## src/hw/rtl/mca_pkg.sv

```systemverilog
// ----------------------------------------------------------------------------
// MOSI coherence agent package
// Shared state, message and action codes, and the MOSI transition function.
// ----------------------------------------------------------------------------
package mca_pkg;

  localparam int LineW  = 10;
  localparam int BlockW = 48;

  typedef enum logic [2:0] {
    ST_I  = 3'd0,
    ST_S  = 3'd1,
    ST_M  = 3'd2,
    ST_O  = 3'd3,
    ST_IS = 3'd4,
    ST_IM = 3'd5,
    ST_SM = 3'd6,
    ST_OM = 3'd7
  } coh_state_e;

  typedef enum logic [2:0] {
    K_LOAD    = 3'd0,
    K_STORE   = 3'd1,
    K_REQINV  = 3'd2,
    K_RECALLI = 3'd3,
    K_RECALLS = 3'd4,
    K_DATA    = 3'd5,
    K_ACK     = 3'd6,
    K_OTHER   = 3'd7
  } msg_kind_e;

  typedef enum logic [2:0] {
    A_NONE   = 3'd0,
    A_GETS   = 3'd1,
    A_GETM   = 3'd2,
    A_DPROC  = 3'd3,
    A_DDIR   = 3'd4,
    A_INVACK = 3'd5
  } action_e;

  typedef enum logic [1:0] {
    E_OK    = 2'd0,
    E_PROC  = 2'd1,
    E_NTWK  = 2'd2,
    E_TRANS = 2'd3
  } err_e;

  localparam logic SIDE_PROC = 1'b0;

  typedef enum logic [1:0] {
    CTRL_CLEAR  = 2'd0,
    CTRL_IDLE   = 2'd1,
    CTRL_LOOKUP = 2'd2
  } ctrl_state_e;

  typedef struct packed {
    action_e    action;
    logic       miss;
    err_e       error;
    coh_state_e next_state;
  } xlate_t;

  function automatic xlate_t mca_transition(input logic side, input coh_state_e cur,
                                            input msg_kind_e kind);
    xlate_t r;
    r.action     = A_NONE;
    r.miss       = 1'b0;
    r.error      = E_OK;
    r.next_state = cur;
    if (side == SIDE_PROC) begin
      case (cur)
        ST_I: begin
          if (kind == K_LOAD) begin
            r.action = A_GETS; r.next_state = ST_IS; r.miss = 1'b1;
          end else if (kind == K_STORE) begin
            r.action = A_GETM; r.next_state = ST_IM; r.miss = 1'b1;
          end else begin
            r.error = E_PROC;
          end
        end
        ST_S: begin
          if (kind == K_LOAD) begin
            r.action = A_DPROC;
          end else if (kind == K_STORE) begin
            r.action = A_GETM; r.next_state = ST_SM;
          end else begin
            r.error = E_PROC;
          end
        end
        ST_M: begin
          if (kind == K_LOAD || kind == K_STORE) r.action = A_DPROC;
          else r.error = E_PROC;
        end
        ST_O: begin
          if (kind == K_LOAD) begin
            r.action = A_DPROC;
          end else if (kind == K_STORE) begin
            r.action = A_GETM; r.next_state = ST_OM;
          end else begin
            r.error = E_PROC;
          end
        end
        default: r.error = E_TRANS;
      endcase
    end else begin
      r.error = E_NTWK;
      case (cur)
        ST_S: begin
          if (kind == K_REQINV) begin
            r.action = A_INVACK; r.next_state = ST_I; r.error = E_OK;
          end
        end
        ST_M, ST_O: begin
          if (kind == K_RECALLI) begin
            r.action = A_DDIR; r.next_state = ST_I; r.error = E_OK;
          end else if (kind == K_RECALLS) begin
            r.action = A_DDIR; r.next_state = ST_O; r.error = E_OK;
          end
        end
        ST_IS: begin
          if (kind == K_DATA) begin
            r.action = A_DPROC; r.next_state = ST_S; r.error = E_OK;
          end
        end
        ST_IM: begin
          if (kind == K_DATA) begin
            r.action = A_DPROC; r.next_state = ST_M; r.error = E_OK;
          end
        end
        ST_SM: begin
          if (kind == K_REQINV) begin
            r.action = A_INVACK; r.next_state = ST_IM; r.error = E_OK;
          end else if (kind == K_ACK) begin
            r.action = A_DPROC; r.next_state = ST_M; r.error = E_OK;
          end
        end
        ST_OM: begin
          if (kind == K_RECALLS) begin
            r.action = A_DDIR; r.error = E_OK;
          end else if (kind == K_RECALLI) begin
            r.action = A_DDIR; r.next_state = ST_IM; r.error = E_OK;
          end else if (kind == K_ACK) begin
            r.action = A_DPROC; r.next_state = ST_M; r.error = E_OK;
          end
        end
        default: r.error = E_NTWK;
      endcase
    end
    // Unexpected message: keep the line state, send nothing.
    if (r.error != E_OK) begin
      r.action     = A_NONE;
      r.miss       = 1'b0;
      r.next_state = cur;
    end
    return r;
  endfunction

endpackage

```

## src/hw/rtl/mca_if.sv

```systemverilog
// ----------------------------------------------------------------------------
// MOSI coherence agent channels
// Valid/ready channels for incoming messages and outgoing results.
// ----------------------------------------------------------------------------
interface mca_in_if;
  import mca_pkg::*;
  logic              valid;
  logic              ready;
  logic              side;
  logic [2:0]        kind;
  logic [LineW-1:0]  line;
  logic [BlockW-1:0] block;

  modport source (output valid, side, kind, line, block, input ready);
  modport sink   (input valid, side, kind, line, block, output ready);
endinterface

interface mca_out_if;
  import mca_pkg::*;
  logic              valid;
  logic              ready;
  logic [2:0]        action;
  logic [BlockW-1:0] out_block;
  logic              miss;
  logic [1:0]        error;
  logic [2:0]        next_state;

  modport source (output valid, action, out_block, miss, error, next_state, input ready);
  modport sink   (input valid, action, out_block, miss, error, next_state, output ready);
endinterface

```

## src/hw/rtl/mca_ram.sv

```systemverilog
// ----------------------------------------------------------------------------
// Generic single-write, single-read RAM
// One write port, one read port with registered read data held between reads.
// ----------------------------------------------------------------------------
module mca_ram #(
  parameter  int Width = 3,
  parameter  int Depth = 1024,
  localparam int AddrW = (Depth > 1) ? $clog2(Depth) : 1
) (
  input  logic             clk_i,
  input  logic             we_i,
  input  logic [AddrW-1:0] waddr_i,
  input  logic [Width-1:0] wdata_i,
  input  logic             re_i,
  input  logic [AddrW-1:0] raddr_i,
  output logic [Width-1:0] rdata_o
);

  logic [Width-1:0] mem_q [Depth];
  logic [Width-1:0] rdata_q;

  always_ff @(posedge clk_i) begin
    if (we_i) begin
      mem_q[waddr_i] <= wdata_i;
    end
    if (re_i) begin
      rdata_q <= mem_q[raddr_i];
    end
  end

  assign rdata_o = rdata_q;

endmodule

```

## src/hw/rtl/mosi_coherence_agent.sv

```systemverilog
// ----------------------------------------------------------------------------
// MOSI coherence agent
// Per-line coherence state in a RAM; one message is looked up, translated and
// written back at a time.
// ----------------------------------------------------------------------------
// After reset the agent sweeps the state RAM to I, one line per cycle, over all
// NUM_LINES lines; no transaction is accepted during that pass. For each message
// the line state is read from the RAM when it is accepted; in the lookup state the
// MOSI table is applied, the new state written back and the result register loaded.
// The next message is accepted only once that lookup completes. A new message is
// accepted while an earlier result still waits in the output register; the lookup
// holds only if that register is still full when the next result is due.
// Line indices at or above NUM_LINES read as I and are never written.
module mosi_coherence_agent
  import mca_pkg::*;
#(
  parameter int NUM_LINES = 1024
) (
  input  logic  clk_i,
  input  logic  rst_ni,
  mca_in_if.sink    in_i,
  mca_out_if.source out_o
);

  localparam int AddrW = (NUM_LINES > 1) ? $clog2(NUM_LINES) : 1;
  localparam int ExtW  = 17;

  ctrl_state_e state_q, state_d;

  logic [AddrW-1:0]  clr_cnt_q, clr_cnt_d;
  logic [AddrW-1:0]  addr_q;
  logic              in_range_q;
  logic              side_q;
  msg_kind_e         kind_q;
  logic [BlockW-1:0] block_q;

  logic              out_valid_q, out_valid_d;
  xlate_t            res_q;
  logic [BlockW-1:0] out_block_q;

  logic [ExtW-1:0]   line_ext;
  logic [AddrW-1:0]  in_addr;
  logic              in_range;
  logic              accept;
  logic              out_free;
  logic              load_out;
  logic              clr_last;

  logic              ram_we;
  logic [AddrW-1:0]  ram_waddr;
  logic [2:0]        ram_wdata;
  logic [2:0]        ram_rdata;
  coh_state_e        cur_state;
  xlate_t            res;

  assign line_ext = ExtW'(in_i.line);
  assign in_addr  = line_ext[AddrW-1:0];
  assign in_range = line_ext < ExtW'(NUM_LINES);
  assign accept   = in_i.valid && in_i.ready;
  assign out_free = !out_valid_q || out_o.ready;
  assign clr_last = clr_cnt_q == AddrW'(NUM_LINES - 1);

  // Next-state logic
  always_comb begin
    state_d = state_q;
    case (state_q)
      CTRL_CLEAR:  if (clr_last) state_d = CTRL_IDLE;
      CTRL_IDLE:   if (accept) state_d = CTRL_LOOKUP;
      CTRL_LOOKUP: if (out_free) state_d = CTRL_IDLE;
      default:     state_d = CTRL_CLEAR;
    endcase
  end

  // Output logic
  always_comb begin
    in_i.ready = 1'b0;
    load_out   = 1'b0;
    ram_we     = 1'b0;
    ram_waddr  = addr_q;
    ram_wdata  = res.next_state;
    clr_cnt_d  = clr_cnt_q;
    case (state_q)
      CTRL_CLEAR: begin
        ram_we    = 1'b1;
        ram_waddr = clr_cnt_q;
        ram_wdata = ST_I;
        clr_cnt_d = clr_cnt_q + AddrW'(1);
      end
      CTRL_IDLE: in_i.ready = 1'b1;
      CTRL_LOOKUP: begin
        load_out = out_free;
        ram_we   = out_free && in_range_q;
      end
      default: ;
    endcase
  end

  assign cur_state = in_range_q ? coh_state_e'(ram_rdata) : ST_I;
  assign res       = mca_transition(side_q, cur_state, kind_q);

  mca_ram #(
    .Width (3),
    .Depth (NUM_LINES)
  ) u_state_ram (
    .clk_i   (clk_i),
    .we_i    (ram_we),
    .waddr_i (ram_waddr),
    .wdata_i (ram_wdata),
    .re_i    (accept),
    .raddr_i (in_addr),
    .rdata_o (ram_rdata)
  );

  always_comb begin
    out_valid_d = out_valid_q;
    if (load_out) out_valid_d = 1'b1;
    else if (out_o.ready) out_valid_d = 1'b0;
  end

  always_ff @(posedge clk_i or negedge rst_ni) begin
    if (!rst_ni) begin
      state_q     <= CTRL_CLEAR;
      clr_cnt_q   <= '0;
      out_valid_q <= 1'b0;
    end else begin
      state_q     <= state_d;
      clr_cnt_q   <= clr_cnt_d;
      out_valid_q <= out_valid_d;
    end
  end

  // Capture the transaction and the finished result
  always_ff @(posedge clk_i) begin
    if (accept) begin
      addr_q     <= in_addr;
      in_range_q <= in_range;
      side_q     <= in_i.side;
      kind_q     <= msg_kind_e'(in_i.kind);
      block_q    <= in_i.block;
    end
    if (load_out) begin
      res_q       <= res;
      out_block_q <= (res.action != A_NONE) ? block_q : '0;
    end
  end

  assign out_o.valid      = out_valid_q;
  assign out_o.action     = res_q.action;
  assign out_o.out_block  = out_block_q;
  assign out_o.miss       = res_q.miss;
  assign out_o.error      = res_q.error;
  assign out_o.next_state = res_q.next_state;

`ifndef NO_ASSERTIONS
  a_no_accept_in_clear: assert property (@(posedge clk_i) disable iff (!rst_ni)
    state_q == CTRL_CLEAR |-> !in_i.ready)
    else $error("transaction accepted during state clear");

  a_lookup_after_accept: assert property (@(posedge clk_i) disable iff (!rst_ni)
    accept |=> state_q == CTRL_LOOKUP)
    else $error("accepted transaction did not reach lookup");

  a_writeback_with_result: assert property (@(posedge clk_i) disable iff (!rst_ni)
    (ram_we && state_q != CTRL_CLEAR) |-> load_out)
    else $error("state written back without a result");

  a_error_quiet: assert property (@(posedge clk_i) disable iff (!rst_ni)
    (out_valid_q && res_q.error != E_OK) |-> (res_q.action == A_NONE && !res_q.miss))
    else $error("error result sends a message or flags a miss");

  a_miss_state: assert property (@(posedge clk_i) disable iff (!rst_ni)
    (out_valid_q && res_q.miss) |->
      (res_q.next_state == ST_IS || res_q.next_state == ST_IM))
    else $error("miss without move to IS or IM");
`endif

endmodule

```

## src/flat_wrapper.sv

```systemverilog
// flat-port wrapper written by rule: the top's interface ports become plain ports
module mosi_coherence_agent_flat import mca_pkg::*;
#(
  parameter int NUM_LINES = 1024
)
  (clk_i, rst_ni, in_i_valid, in_i_side, in_i_kind, in_i_line, in_i_block, in_i_ready, out_o_valid, out_o_action, out_o_out_block, out_o_miss, out_o_error, out_o_next_state, out_o_ready);
  mca_in_if in_i_i ();
  mca_out_if out_o_i ();
  input  logic clk_i;
  input  logic rst_ni;
  input wire logic [$bits(in_i_i.valid)-1:0] in_i_valid;
  input wire logic [$bits(in_i_i.side)-1:0] in_i_side;
  input wire logic [$bits(in_i_i.kind)-1:0] in_i_kind;
  input wire logic [$bits(in_i_i.line)-1:0] in_i_line;
  input wire logic [$bits(in_i_i.block)-1:0] in_i_block;
  output wire logic [$bits(in_i_i.ready)-1:0] in_i_ready;
  output wire logic [$bits(out_o_i.valid)-1:0] out_o_valid;
  output wire logic [$bits(out_o_i.action)-1:0] out_o_action;
  output wire logic [$bits(out_o_i.out_block)-1:0] out_o_out_block;
  output wire logic [$bits(out_o_i.miss)-1:0] out_o_miss;
  output wire logic [$bits(out_o_i.error)-1:0] out_o_error;
  output wire logic [$bits(out_o_i.next_state)-1:0] out_o_next_state;
  input wire logic [$bits(out_o_i.ready)-1:0] out_o_ready;
  assign in_i_i.valid = in_i_valid;
  assign in_i_i.side = in_i_side;
  assign in_i_i.kind = in_i_kind;
  assign in_i_i.line = in_i_line;
  assign in_i_i.block = in_i_block;
  assign in_i_ready = in_i_i.ready;
  assign out_o_valid = out_o_i.valid;
  assign out_o_action = out_o_i.action;
  assign out_o_out_block = out_o_i.out_block;
  assign out_o_miss = out_o_i.miss;
  assign out_o_error = out_o_i.error;
  assign out_o_next_state = out_o_i.next_state;
  assign out_o_i.ready = out_o_ready;
  mosi_coherence_agent #(.NUM_LINES(NUM_LINES)) u_core (.clk_i(clk_i), .rst_ni(rst_ni), .in_i(in_i_i), .out_o(out_o_i));
endmodule
```

## config.mk

```make
export PLATFORM = sky130hd
export DESIGN_NAME = mosi_coherence_agent_flat
export DESIGN_NICKNAME = d
export VERILOG_FILES = /design/src/hw/rtl/mca_pkg.sv /design/src/hw/rtl/mca_if.sv /design/src/hw/rtl/mca_ram.sv /design/src/hw/rtl/mosi_coherence_agent.sv /design/src/flat_wrapper.sv
export SDC_FILE = /design/constraint.sdc
export NUM_CORES = 2
export LEC_CHECK = 0
export BUFFER_PORTS_ARGS = -buffer_cell sky130_fd_sc_hd__buf_2
export CAP_MARGIN = 30
export CORE_ASPECT_RATIO = 2
export CORE_MARGIN = 10
export CORE_UTILIZATION = 63
export DETAILED_ROUTE_END_ITERATION = 16
export MAX_ROUTING_LAYER = met4
export PLACE_DENSITY_LB_ADDON = 0.1
export SLEW_MARGIN = 20
export SYNTH_ARGS = -nofsm -noshare
export SYNTH_HDL_FRONTEND = slang
export SYNTH_SLANG_ARGS = --single-unit
```

## constraint.sdc

```tcl
create_clock -name clk_i -period 65.2 [get_ports clk_i]
set_input_delay 6.52 -clock clk_i [delete_from_list [all_inputs] [get_ports clk_i]]
set_output_delay 6.52 -clock clk_i [all_outputs]
set_load 0.1 [all_outputs]
```

==> impl_metrics.csv <==
group,metric,value,unit
power,power.leakage,44.6,nW
timing,setup_viol,0,
routing,wirelength,356000,µm
clocking,cts_setup_buffers,0,
timing,fmax,81.3,MHz
routing,drt_iter0_markers,8298,
routing,ant_nets,0,
clocking,cts_resized,0,
timing,relSlewSlack,0.204,
synthesis,synthArstFlopShare,0.00405,
placement,dp.cells,9439,
die,dieArea,223000,µm²
die,dieHeight,659,µm
setup_path,arrival,13.00,ns
layout,regArea,96200,µm²
synthesis,ys_types,77,
timing,fin_hold_ws,0.517,ns
layout,nets,7082,
grt,grt_pass1_wl,503000,µm
setup_path,crit_type,"input port to flop",
setup_path,crit_path_max_incr_delay,0.79,ns
routing,first_pass_iters,8,
clocking,clk_pin_slew,0.08,ns
synthesis,syn_avg_cell_area,18.6,µm²
run_status,outcome,"finished clean",
setup_path,cp_top_family,"buffers and inverters",
synthesis,synth_top_area_share,0.747,
grt,antenna_found_initial,16,
setup_path,cpMostUsedCell,"buf_4",
routing,vias_per_cell,6.90,
setup_path,worst_setup_path_end_kind,"flop",
clocking,htree_levels,5,
synthesis,synth_top_area_cell,"edfxtp_1",
setup_path,cpMaxStageDelayCell,"buf_4",
clocking,cts_tree,"done",
layout,final_util,0.695,
synthesis,synthTopCellsByCount,"edfxtp_1 (3194), nor2_1 (1115), mux4_2 (619)",
layout,area_growth,9.80,%
job,cap_violations,0,
clocking,cts_inserted_buffers,276,
clocking,cts_buffer_depth,4,
routing,wire_per_inst,35.8,µm
power,power.density,32.4,nW/µm²
grt,grt_max_degree,248,
synthesis,synth_area_leaders,"edfxtp_1 (75%), mux4_2 (11%), nor2_1 (3.3%), mux2i_1 (2.6%), o221ai_1 (0.80%)",
layout,final.fill_count,12700,
placement,io_buffers,124,
die,row_count,234,
timing,maxSlewViolCount,0,
setup_path,critPathRequiredTime,65.90,ns
routing,drc,0,
placement,place_hpwl,215000,µm
placement,place_congestion,0.891,
power,ir_drop,0.0000268,V
die,floorplan.initialDensity,0.633,
setup_path,worstPathCellList,"buf_12 > buf_4 > buf_4 > buf_12 > buf_4 > mux4_2 > nor2_1 > o21ai_0 > nand4_1 > nor4_2 > buf_2 > buf_4 > o2111ai_1 > buf_4 > o2111ai_1",
synthesis,synth_area,128000,µm²
timing,rsz0062_at_grt,"false",
synthesis,synth_warnings,0,
synthesis,synthMostInstantiatedCell,"edfxtp_1",
synthesis,ys_ff_latch,3207,
timing,max_slew.worst_pin.slew,1.19,ns
grt,grt_usage,0.327,
grt,first_global_vias,70100,
setup_path,crit_buf_inv,8,
synthesis,synth-edff-count,3194,
setup_path,crit_path_max_fanout,101,
die,die_w,339,µm
timing,fin_setup_tns,0,ns
grt,grt.overflow.total,0,
setup_path,start_kind,"input port",
clocking,numClockSinks,3207,
timing,fin_crit,12.30,ns
clocking,cts_hold_buf,0,
layout,final_layout_size_suffix_gt1_frac,0.194,
clocking,clk_latency,0.86,ns
timing,fin_worst_skew,0.0428,ns
die,core,203000,µm²
routing,vias,68600,
timing,hold_viol,0,
synthesis,synth_ff_type,"edfxtp_1",
hold_path,hold_path.class,"flop to flop",
clocking,cts_root_buffer,"clkbuf_16",
layout,final_cells,9946,
layout,multiInputGateArea,29800,µm²
synthesis,ys_seq_area_frac,0.749,
synthesis,synthCells,6923,
timing,period_share,0.189,
die,io_pins,125,
synthesis,syn-num-nets,6990,
==> final timing paths <==
| kind | startpoint | endpoint | slack [ns] | depth (start not counted) |
|---|---|---|---|---|
| worst min-delay path | u_core.block_q[29] | u_core.out_o.out_block[29] | 0.52 | 1 |
| max in group asynchronous | rst_ni | u_core.clr_cnt_q[5] | 59.36 | 1 |
| worst max register to register | u_core.u_state_ram.rdata_o[0] | u_core.u_state_ram.mem_q[410][0] | 59.97 | 11 |
| worst min register to register | u_core.block_q[29] | u_core.out_o.out_block[29] | 0.52 | 1 |
| worst max-delay path | in_i_line[0] | u_core.u_state_ram.rdata_o[1] | 52.90 | 15 |
| min in group asynchronous | rst_ni | u_core.clr_cnt_q[0] | 5.57 | 1 |
==> power breakdown <==
group | total (mW) | internal (mW) | switching, mW
Combinational | 0.576 | 0.117 | 0.459
Clock | 1.60 | 0.886 | 0.716
Sequential | 2.40 | 2.38 | 0.0107
Total | 4.57 | 3.39 | 1.19
==> logic make-up after synthesis <==
logic type      Yosys count  synth area share
flops                  3207             0.749
simple gates           1580            0.0517
mux                     997             0.142
compound gates          604            0.0328
buf+inv                 523            0.0229
xor+xnor                 11          0.000750
fa+ha+maj                 1         0.0000974
==> state kept, by name (all words and copies together) (netlist names) <==
| register | cells |
|---|---|
| u_core.u_state_ram.mem_q | 3072 |
| u_core.block_q | 48 |
| u_core.out_o.out_block | 48 |
| u_core.addr_q | 10 |
| u_core.clr_cnt_q | 10 |
| u_core.kind_q | 3 |
| u_core.out_o.action | 3 |
| u_core.out_o.next_state | 3 |
| u_core.u_state_ram.rdata_o | 3 |
| u_core.out_o.error | 2 |
| u_core.state_q | 2 |
| u_core.out_o.miss | 1 |
| u_core.out_o.valid | 1 |
| u_core.side_q | 1 |
==> per-layer routing <==
metal | global-route usage | up-vias | wire length [µm]
met5 | - | - | 0
met4 | 0.206 | 0 | 26300
met3 | 0.0529 | 943 | 31100
met2 | 0.542 | 3945 | 183000
met1 | 0.370 | 35800 | 115000
li1 | - | 27900 | -
==> final cells by class <==
class | count | area share
diodes | 14 | 0.000248
clock inverters | 143 | 0.00792
clock buffers | 338 | 0.0530
well taps | 2714 | 0.0241
flip-flops and latches | 3207 | 0.683
multi-input cells | 3193 | 0.211
repair buffers | 326 | 0.0205
inverters | 11 | 0.000346
==> through the flow <==
step	setup WS [ns]	total power [mW]	area [µm²]
after floorplan	26.76	2.88	128000
after global placement	49.49	2.98	131000
after detailed placement	52.09	3.00	132000
after CTS	52.96	4.57	141000
after global routing	52.58	4.67	141000
final	52.90	4.57	141000
==> placed cells by master, fill, tap and decap left out, types with 19 or more instances in the layout <==
cell / netlist / final
o21ai_0: 70 / 69
buf_12: 7 / 24
clkbuf_16: 0 / 291
mux4_2: 619 / 619
a22oi_1: 79 / 79
mux4_1: 34 / 34
buf_2: 60 / 121
nor3_1: 49 / 48
clkinv_2: 0 / 35
nor2b_1: 24 / 22
o22ai_1: 84 / 83
nand3_1: 56 / 32
mux2i_1: 335 / 335
buf_4: 33 / 150
nand3_4: 0 / 24
nor2_1: 1115 / 1108
clkbuf_1: 254 / 46
clkinv_1: 0 / 75
buf_16: 0 / 19
o221ai_1: 118 / 118
edfxtp_1: 3194 / 3194
a21oi_1: 114 / 112
a211oi_1: 26 / 25
nand2_1: 161 / 149
and2_1: 63 / 60
==> worst register-to-register path, stage by stage, from the launching register on <==
cell and delay [ns]:
edfxtp_1 0.89, nand2b_1 0.34, o21ai_0 0.20, a31oi_1 0.23
a21oi_1 0.17, nor2_4 0.38, a21oi_1 0.11, or2_2 0.32
a31oi_4 0.19, buf_12 0.27, buf_4 0.73, buf_4 0.98
(Power assumes the default switching activity.)
